`src/rtl/core/spmv_pkg.sv`:
```
package spmv_pkg;

  localparam int VECTOR_DEPTH_DEF = 4096;
  localparam int ROW_BITS_DEF     = 16;
  localparam int QUEUE_DEPTH      = 4;

  localparam int INDEX_W   = 12;
  localparam int VALUE_W   = 32;
  localparam int SUM_W     = 48;
  localparam int ROW_OUT_W = 16;
  localparam int CFG_W     = 16;

  localparam logic [1:0] MODE_LOAD  = 2'd0;
  localparam logic [1:0] MODE_MAC   = 2'd1;
  localparam logic [1:0] MODE_EMPTY = 2'd2;

  localparam logic signed [SUM_W-1:0] ACC_MAX = 48'sh7FFF_FFFF_FFFF;
  localparam logic signed [SUM_W-1:0] ACC_MIN = 48'sh8000_0000_0000;

  typedef enum logic [1:0] {
    OP_LOAD,
    OP_MAC,
    OP_CLOSE
  } op_t;

  typedef struct packed {
    op_t                        op;
    logic                       last;
    logic                       addr_ok;
    logic [INDEX_W-1:0]         index;
    logic signed [VALUE_W-1:0]  value;
  } item_t;

  typedef struct packed {
    logic s1_valid;
    logic s2_valid;
  } back_status_t;

endpackage

```
`src/rtl/core/spmv_queue.sv`:
```
module spmv_queue #(
  parameter int WIDTH = 8,
  parameter int DEPTH = spmv_pkg::QUEUE_DEPTH
) (
  input  logic             clk,
  input  logic             rst_n,
  input  logic             push,
  input  logic [WIDTH-1:0] push_data,
  output logic             not_full,
  input  logic             pop,
  output logic             pop_valid,
  output logic [WIDTH-1:0] pop_data
);

  localparam int PW = (DEPTH > 1) ? $clog2(DEPTH) : 1;
  localparam int CW = $clog2(DEPTH + 1);

  logic [WIDTH-1:0] mem_r [DEPTH];
  logic [PW-1:0]    wr_ptr_r, wr_ptr_nxt;
  logic [PW-1:0]    rd_ptr_r, rd_ptr_nxt;
  logic [CW-1:0]    cnt_r, cnt_nxt;

  assign not_full  = (cnt_r != CW'(DEPTH));
  assign pop_valid = (cnt_r != '0);
  assign pop_data  = mem_r[rd_ptr_r];

  always_comb begin
    wr_ptr_nxt = wr_ptr_r;
    rd_ptr_nxt = rd_ptr_r;
    cnt_nxt    = cnt_r;
    if (push) begin
      wr_ptr_nxt = (wr_ptr_r == PW'(DEPTH - 1)) ? '0 : wr_ptr_r + 1'b1;
    end
    if (pop) begin
      rd_ptr_nxt = (rd_ptr_r == PW'(DEPTH - 1)) ? '0 : rd_ptr_r + 1'b1;
    end
    if (push && !pop) begin
      cnt_nxt = cnt_r + 1'b1;
    end else if (pop && !push) begin
      cnt_nxt = cnt_r - 1'b1;
    end
  end

  always_ff @(posedge clk) begin
    if (!rst_n) begin
      wr_ptr_r <= '0;
      rd_ptr_r <= '0;
      cnt_r    <= '0;
    end else begin
      wr_ptr_r <= wr_ptr_nxt;
      rd_ptr_r <= rd_ptr_nxt;
      cnt_r    <= cnt_nxt;
    end
  end

  always_ff @(posedge clk) begin
    if (push) begin
      mem_r[wr_ptr_r] <= push_data;
    end
  end

endmodule

```
`config.mk`:
```
export PLATFORM = sky130hd
export DESIGN_NAME = spmv_queue
export DESIGN_NICKNAME = d
export VERILOG_FILES = /design/src/rtl/core/spmv_pkg.sv /design/src/rtl/core/spmv_queue.sv
export SDC_FILE = /design/constraint.sdc
export NUM_CORES = 1
export LEC_CHECK = 0
export BUFFER_PORTS_ARGS = -buffer_cell sky130_fd_sc_hd__buf_4
export CAP_MARGIN = 20
export CORE_ASPECT_RATIO = 0.5
export CORE_MARGIN = 3
export CORE_UTILIZATION = 55
export CTS_CLUSTER_DIAMETER = 60
export CTS_CLUSTER_SIZE = 12
export DETAILED_ROUTE_END_ITERATION = 6
export PLACE_DENSITY = 0.77
export SLEW_MARGIN = 20
export SYNTH_ARGS = -nofsm -noshare
export SYNTH_HDL_FRONTEND = slang
export SYNTH_SLANG_ARGS = --single-unit
```
`constraint.sdc`:
```
create_clock -name clk -period 1.75 [get_ports clk]
set_input_delay 0 -clock clk [delete_from_list [all_inputs] [get_ports clk]]
set_output_delay 0 -clock clk [all_outputs]
set_load 0.005 [all_outputs]
```
==> results of run 1 <==
==> through the flow <==
stage / cell area (um2) / power (W) / hold WS, ps
2_1_floorplan: 1620 / 0.00129 / 98.9
3_3_place_gp: 1810 / 0.00139 / 199
3_5_place_dp: 1810 / 0.00141 / 203
4_1_cts: 2010 / 0.00214 / 70.6
5_1_grt: 2010 / 0.00221 / 77.5
6_report: 2010 / 0.00212 / 76.1
==> layout by cell type (no fill, tap or decap), types with 5 or more instances in the layout <==
master / instances
edfxtp_1: 32
nor2b_1: 5
mux4_2: 8
clkbuf_8: 5
dlygate4sd3_1: 9
and2_1: 5
buf_4: 22
dfxtp_1: 9
ha_1: 6
==> worst reg2reg max path: stages (launching register included) <==
cell      delay [ps]
dfxtp_1          360
fa_1             450
xor2_1           160
or3_1            320
a21boi_1         170
==> cells by family after synthesis <==
kind of cell               Yosys count  synth area share
muxes                               12             0.136
AOI/OAI and AO/OA                    3            0.0124
buffers and inverters                6            0.0193
adders and majority gates            7            0.0588
and+or+nand+nor                     16            0.0565
xor gates and xnor gates             2            0.0108
DFF                                 41             0.706
==> power breakdown <==
group | internal [W] | leakage (nW) | switching [W]
Clock | 0.000414 | 0.0540 | 0.000293
Combinational | 0.000156 | 0.326 | 0.000110
Sequential | 0.00111 | 0.368 | 0.0000358
Total | 0.00168 | 0.749 | 0.000440
==> final cells by class <==
| cell class | instances | area (um2) |
|---|---|---|
| Tap cell | 37 | 46.3 |
| Inverter | 4 | 15.0 |
| Clock inverter | 2 | 35.0 |
| Timing Repair Buffer | 31 | 255 |
| Sequential cell | 41 | 1140 |
| Multi-Input combinational cell | 40 | 444 |
| Clock buffer | 5 | 68.8 |
| Fill cell | 177 | 694 |
==> path summary, 6_finish.rpt <==
path                 start          end  cells past startpoint
setup reg to reg  cnt_r[0]     cnt_r[2]                      4
hold / removal         pop  rd_ptr_r[1]                      3
hold reg to reg   cnt_r[2]     cnt_r[2]                      2
setup / recovery  cnt_r[0]     cnt_r[2]                      4
==> registers in the layout, indices dropped and copies added (netlist names), named ones only <==
register  cells
mem_r        32
rd_ptr_r      2
wr_ptr_r      2
cnt_r         3
==> metal layers <==
layer  vias up  track usage  wire, um
met5         -            0         0
met4         0       0.0391        12
met3         2       0.0549        86
met2        16        0.285      1360
met1       409        0.216      1200
li1        400            -         -
==> reports/results.txt, run 1 <==
Outcome: completed
Postcts setup bufs: 0
CP arrival: 1740 ps
Initial core utilization: 0.599
Crit start category: flop
Max Slew Vio Count: 0
Clock sink count: 41
Most used DFF post-synth: edfxtp_1
Cell count after synthesis: 87
1st-pass router iterations: 4
CTS H-tree lvls: 2
Reg-to-reg slack, setup: 220 ps
Netlist area before placement: 1620 um2
Setup WS post-layout: 219 ps
Vias: 827
Max clock buf depth: 2
Seq/Total Area, Yosys: 0.706
Global-route wire length before repair: 4300 um
Inserted Clock Buffers: 5
Share of post-route cells with drive strength above 1: 0.301
Setup TNS: 0 ps
Area of the core: 2700 um2
Most common cell in the netlist: edfxtp_1
Worst slack at placement: 197 ps
HPWL after DPL: 1780 um
Post-synth ARST share: 0
Synth unique cells: 20
Max VDD drop: 0.936 mV
Post-synth EDFFs: 32
Gp weighted congestion: 0.688
Crit-path max cell delay: 450 ps
Fin crit period: 1530 ps
Residual DRC count: 0
Post-synth top area cell: edfxtp_1
Delay-heaviest family, CP: adder cells
RSZ-0062 raised after global routing: false
Post-layout util: 0.743
Antenna-violating nets left: 0
NumNets Final: 142
Ant diodes: 0
Die height: 44.3 um
Synth Register Bits: 41
Io pins: 22
Worst-Margin Slew: 438 ps
Die ar.: 3670 um2
Max-Cap Viols: 0
Initial antenna violation count: 0
Clk slew on worst S/H paths: 70 ps
Pin count of the biggest net entering global routing: 13
# setup viols final: 0
Port Buffers: 21
Fin crit share: 0.875
Vias in the first global route: 879
Row Count: 13
Fmax: 653 MHz
Cts repair resizes: 0
Non-Filler Instances: 160
P&R area growth vs syn: 24.1%
CTS tree: yes
GR Overflow Total: 0
Hold Fails Final Rpt: 0
Skew-Pair Late Insertion Delay: 280 ps
Lkg Pwr: 0.749 nW
Top post-synthesis cells by count: edfxtp_1 (32), dfxtp_1 (9), mux4_2 (8)
Drt total wl: 2660 um
Root buf cell: clkbuf_8
Worst hold-check path type: in2reg
Post-CTS Hold Fix Bufs: 9
Crit path cell chain: fa_1, xor2_1, or3_1, a21boi_1
Die W: 82.7 um
Power Density: 1060 nW/um2
CP Class: reg2reg
CP endpoint kind: flop
Synth top area cells: edfxtp_1 (59%), dfxtp_1 (11%), mux4_2 (11%)
Worst-case clock skew: 2.35 ps
Synth warn: 0
DR WL/cell: 16.6 um
Slew Limit Headroom: 0.708
Syn_nets: 106
Overall Global Routing Usage: 0.168
WP buf/inv: 0
Crit path required time: 1960 ps
Placed insts: 144
Max FO, Critical Path: 4
Slowest cell on crit path: fa_1
Via density: 5.17
Avg Cell Area, Syn: 18.6 um2
Synth top area share: 0.594
DRT iter0 DRCs: 30
(Power assumes the default switching activity.)
==> run 2, diff against run 1 <==
--- a/config.mk
+++ b/config.mk
@@ -5,15 +5,15 @@
 export SDC_FILE = /design/constraint.sdc
 export NUM_CORES = 1
 export LEC_CHECK = 0
-export BUFFER_PORTS_ARGS = -buffer_cell sky130_fd_sc_hd__buf_4
 export CAP_MARGIN = 20
 export CORE_ASPECT_RATIO = 0.5
 export CORE_MARGIN = 3
-export CORE_UTILIZATION = 55
+export CORE_UTILIZATION = 60
 export CTS_CLUSTER_DIAMETER = 60
 export CTS_CLUSTER_SIZE = 12
 export DETAILED_ROUTE_END_ITERATION = 6
-export PLACE_DENSITY = 0.77
+export DONT_BUFFER_PORTS = 1
+export PLACE_DENSITY = 0.76
 export SLEW_MARGIN = 20
 export SYNTH_ARGS = -nofsm -noshare
 export SYNTH_HDL_FRONTEND = slang
==> reports/results.txt, run 2 (synthesized netlist as in run 1, its figures left out) <==
NumNets Final: 122 (-14%)
Port Buffers: 0 (-100%)
Clock sink count: 41 (unchanged)
End of the worst register-to-register path: cnt_r[2]
Gp weighted congestion: 0.646 (-6.0%)
Root buf cell: clkbuf_8
Crit start category: flop
Biggest regs: mem_r x32, cnt_r x3
Slew Limit Headroom: 0.646 (-0.0621)
Crit-path max cell delay: 660 ps (+210 ps)
Clk slew on worst S/H paths: 70 ps (about the same)
Vias in the first global route: 860 (-2.2%)
Area post-placement: 1640 um2 (-9.3%)
WP buf/inv: 0 (unchanged)
Post-layout instance area: 1890 um2 (-5.9%)
Commonest non-fill, non-tap cells in the layout: edfxtp_1 (32), dlygate4sd3_1 (11), dfxtp_1 (9)
CP Class: reg2out
Worst hold-check path type: in2reg
Die ar.: 3390 um2 (-7.5%)
Die W: 79.4 um (-3.9%)
Crit path depth: 1 (-3)
CTS H-tree lvls: 2 (unchanged)
Lkg Pwr: 0.665 nW (-11%)
Fill cell count: 135 (-24%)
Die height: 42.7 um (-3.7%)
CTS tree: yes
Delay-heaviest family, CP: flip-flops
Io pins: 22 (unchanged)
DRT iter0 DRCs: 41 (+37%)
Fin crit share: 0.883 (+0.00827)
Initial core utilization: 0.677 (+0.0784)
Residual DRC count: 0 (unchanged)
Crit path required time: 1750 ps (-210 ps)
# setup viols final: 0 (unchanged)
Pin count of the biggest net entering global routing: 14 (+1)
Setup TNS: 0 ps (unchanged)
Fin crit period: 1550 ps (+14.5 ps)
GR Overflow Total: 0 (unchanged)
Cts repair resizes: 0 (unchanged)
Reg2reg path depth: 4 (unchanged)
CP arrival: 1550 ps (-190 ps)
Crit path cell chain: mux4_2
Outcome: completed
Pwr Total: 0.00221 W (+4.5%)
Worst-case clock skew: 1.30 ps (-1.05 ps)
Hold Fails Final Rpt: 0 (unchanged)
Power Density: 1170 nW/um2 (+11%)
Slowest cell on crit path: dfxtp_1
Fmax: 647 MHz (-0.94%)
Area of the core: 2390 um2 (-12%)
Max Slew Vio Count: 0 (unchanged)
RSZ-0062 raised after global routing: false
Commonest non-fill, non-tap cell in the layout: edfxtp_1
Largest Register: mem_r
Skew-Pair Late Insertion Delay: 280 ps (about the same)
Share of post-route cells with drive strength above 1: 0.154 (-0.147)
Vias: 775 (-6.3%)
Reg-to-reg slack, setup: 270 ps (+50 ps)
HPWL after DPL: 1660 um (-6.7%)
Max reg flops: 32 (unchanged)
Max clock buf depth: 2 (unchanged)
Row Count: 12 (-1)
Max-Cap Viols: 0 (unchanged)
Global-route wire length before repair: 4300 um (unchanged)
Initial antenna violation count: 0 (unchanged)
Antenna-violating nets left: 0 (unchanged)
Multi-input logic area: 444 um2 (unchanged)
Via density: 5.58 (+7.9%)
Worst-Margin Slew: 531 ps (+92.4 ps)
Drt total wl: 2490 um (-6.5%)
Max FO, Critical Path: 8 (+4)
Seq. cell area: 1140 um2 (unchanged)
Overall Global Routing Usage: 0.179 (+0.0101)
Max VDD drop: 0.781 mV (-17%)
CP endpoint kind: output pin
P&R area growth vs syn: 16.8%
Inserted Clock Buffers: 5 (unchanged)
R2R Path Start: cnt_r[0]
Hold Path Depth: 3 (unchanged)
DR WL/cell: 17.9 um (+7.6%)
Critical Path Sink: pop_data[6]
Ant diodes: 0 (unchanged)
1st-pass router iterations: 3 (-1)
[run 2: changes by cell type in the layout (fill, tap and decap cells not counted)]
cell,change
buf_4,-22
bufinv_16,+1
dlygate4sd3_1,+2
[run 2: per-layer routing]
metal / global-route usage / part of all wire
met3: 0.0784 / 0.065
met5: 0 / 0
met2: 0.294 / 0.49
met4: 0.0582 / 0.010
met1: 0.213 / 0.43
[run 2: worst min path at each step]
stage | slack (ps) | to | start
4_1_cts | 60 | flop | pop
5_1_grt | 100 | flop | pop
6_report | 70 | flop | pop
2_1_floorplan | 100 | mem_r[0][0] | push_data[0]
3_5_place_dp | 100 | mem_r[0][4] | push_data[4]
3_3_place_gp | 100 | mem_r[1][4] | push_data[4]
[run 2: power breakdown]
| part | switching, W | leakage (nW) | internal [W] |
|---|---|---|---|
| sequential | 0.0000427 | 0.368 | 0.00111 |
| clock | 0.000309 | 0.0681 | 0.000566 |
| combinational | 0.0000865 | 0.229 | 0.0000996 |
| total | 0.000438 | 0.665 | 0.00177 |
[run 2: what timing repair did]
item | 4_1_cts | 5_1_grt
setup endpoints to repair | 0 | 0
hold buffers | 11 | 0
endpoints found under the hold margin | 41 | 0
buffers inserted | 0 | 0
[run 2: per-stage QoR]
step | hold WS [ps] | util | worst slack, ps | std cells
after floorplan | 98.9 | - | 361 | 87
after global placement | 99.0 | 0.689 | 353 | 120
after detailed placement | 99.0 | 0.689 | 266 | 120
after CTS | 63.6 | 0.791 | 147 | 139
after global routing | 102 | 0.791 | 82.8 | 139
final | 69.2 | 0.791 | 205 | 139
[run 2: final cells by class]
type                            instances  area share
Clock inverter                          3      0.0345
Clock buffer                            5      0.0364
Inverter                                4     0.00795
Tap cell                               35      0.0232
Timing Repair Buffer                   11      0.0583
Multi-Input combinational cell         40       0.235
Sequential cell                        41       0.604
==> run 3, diff against run 2 <==
--- a/config.mk
+++ b/config.mk
@@ -6,14 +6,16 @@
 export NUM_CORES = 1
 export LEC_CHECK = 0
 export CAP_MARGIN = 20
+export CELL_PAD_IN_SITES_DETAIL_PLACEMENT = 1
+export CELL_PAD_IN_SITES_GLOBAL_PLACEMENT = 2
 export CORE_ASPECT_RATIO = 0.5
 export CORE_MARGIN = 3
-export CORE_UTILIZATION = 60
+export CORE_UTILIZATION = 45
 export CTS_CLUSTER_DIAMETER = 60
 export CTS_CLUSTER_SIZE = 12
 export DETAILED_ROUTE_END_ITERATION = 6
 export DONT_BUFFER_PORTS = 1
-export PLACE_DENSITY = 0.76
+export PLACE_DENSITY_LB_ADDON = 0.1
 export SLEW_MARGIN = 20
 export SYNTH_ARGS = -nofsm -noshare
 export SYNTH_HDL_FRONTEND = slang
==> reports/results.txt, run 3 (synthesized netlist as in run 1, its figures left out) <==
CP endpoint kind: flop
Ant diodes: 0 (unchanged)
R2R Path Start: cnt_r[0]
Global-route wire length before repair: 4400 um (+2.4%)
Area of the core: 3210 um2 (+34%)
Die height: 48.4 um (+13%)
Slew Limit Headroom: 0.711 (+0.0650)
Vias in the first global route: 904 (+5.1%)
Max clock buf depth: 2 (unchanged)
Root buf cell: clkbuf_8
Port Buffers: 0 (unchanged)
Antenna-violating nets left: 0 (unchanged)
Outcome: completed
HPWL after DPL: 1760 um (+5.8%)
Via density: 5.20 (-6.8%)
Largest Register: mem_r
Die W: 90.8 um (+14%)
Crit start category: flop
Hold Fails Final Rpt: 0 (unchanged)
P&R area growth vs syn: 16.8% (unchanged)
CTS tree: yes
Gp weighted congestion: 0.632 (-2.2%)
DRT iter0 DRCs: 38 (-7.3%)
Placed insts: 134 (+12%)
CTS H-tree lvls: 2 (unchanged)
Share of post-route cells with drive strength above 1: 0.152 (-0.00147)
Fin crit period: 1510 ps (-39.8 ps)
Clock sink count: 41 (unchanged)
Pin count of the biggest net entering global routing: 14 (unchanged)
Worst hold start: pop
Die ar.: 4390 um2 (+29%)
1st-pass router iterations: 4 (+1)
Biggest regs: mem_r x32, cnt_r x3
Worst hold-check path type: in2reg
Max VDD drop: 0.520 mV (-33%)
Hold Path Depth: 3 (unchanged)
CP arrival: 1730 ps (+180 ps)
Setup TNS: 0 ps (unchanged)
Crit path required time: 1970 ps (+220 ps)
# setup viols final: 0 (unchanged)
CP Class: reg2reg
Fmax: 664 MHz (+2.6%)
Io pins: 22 (unchanged)
Power Density: 1100 nW/um2 (-6.0%)
Inserted Clock Buffers: 5 (unchanged)
GR Overflow Total: 0 (unchanged)
Commonest non-fill, non-tap cells in the layout: edfxtp_1 (32), dlygate4sd3_1 (11), dfxtp_1 (9)
Clk slew on worst S/H paths: 70 ps (about the same)
Residual DRC count: 0 (unchanged)
DR WL/cell: 17.2 um (-3.9%)
Fill cell count: 299 (+120%)
Commonest non-fill, non-tap cell in the layout: edfxtp_1
Worst setup startpoint: cnt_r[0]
Drt total wl: 2630 um (+5.7%)
NumNets Final: 123 (+0.82%)
Setup WS post-layout: 245 ps (+39.8 ps)
Non-Filler Instances: 153 (+10%)
RSZ-0062 raised after global routing: false
Max reg flops: 32 (unchanged)
Cts repair resizes: 0 (unchanged)
Reg2reg path depth: 4 (unchanged)
Lkg Pwr: 0.654 nW (-1.7%)
Skew-Pair Late Insertion Delay: 280 ps (about the same)
Worst slack at placement: 273 ps (+7.00 ps)
Initial antenna violation count: 0 (unchanged)
Row Count: 14 (+2)
Max-Cap Viols: 0 (unchanged)
Initial core utilization: 0.504 (-0.173)
Max FO, Critical Path: 4 (-4)
Max Slew Vio Count: 0 (unchanged)
Worst-Margin Slew: 434 ps (-96.8 ps)
Pwr Total: 0.00208 W (-6.0%)
Fin crit share: 0.860 (-0.0227)
Worst-case clock skew: 3.85 ps (+2.56 ps)
Post-layout util: 0.589 (-0.202)
Overall Global Routing Usage: 0.135 (-0.0441)
Postcts setup bufs: 0 (unchanged)
Vias: 795 (+2.6%)
[run 3: path summary, 6_finish.rpt]
kind,endpoint,slack (ps)
max reg2reg,cnt_r[2],240
min,flop,60
min reg2reg,cnt_r[2],520
max,cnt_r[2],240
[run 3: power breakdown]
group	total (W)	switching (W)	internal [W]	leakage (nW)
clock network	0.000734	0.000314	0.000420	0.0518
registers	0.00114	0.0000352	0.00111	0.368
logic	0.000202	0.0000984	0.000103	0.234
total	0.00208	0.000448	0.00163	0.654
[run 3: routing by layer]
layer	track usage	routed length [um]	share of wire	vias up
met3	0.0573	139	0.053	5
met2	0.220	1290	0.49	22
li1	-	-	-	364
met1	0.159	1170	0.45	404
met5	0	0	0	-
met4	0.0533	31	0.012	0
[run 3: per-stage QoR]
step / area [um2] / hold slack (ps)
finish: 1890 / 60.6
global route: 1890 / 68.7
CTS: 1890 / 52.6
detailed placement: 1670 / 99.0
global placement: 1670 / 99.1
floorplan: 1620 / 98.9
[run 3: final cells by class]
class / instances / area (um2) / share of cell area
clock buffers: 5 / 68.8 / 0.0364
clock inverters: 3 / 41.3 / 0.0219
inverters: 4 / 15.0 / 0.00795
multi-input cells: 40 / 444 / 0.235
flip-flops and latches: 41 / 1140 / 0.604
well taps: 48 / 60.1 / 0.0318
repair buffers: 12 / 118 / 0.0623
[run 3: critical path: stages (launching register included)]
cell and delay, ps:
dfxtp_1 360, fa_1 450, xor2_1 170, or3_1 320, a21boi_1 140
[run 3: timing repair]
item | 4_1_cts | 5_1_grt
hold endpoints to repair | 41 | 0
hold buffers | 11 | 0
endpoints found under the setup margin | 0 | 0
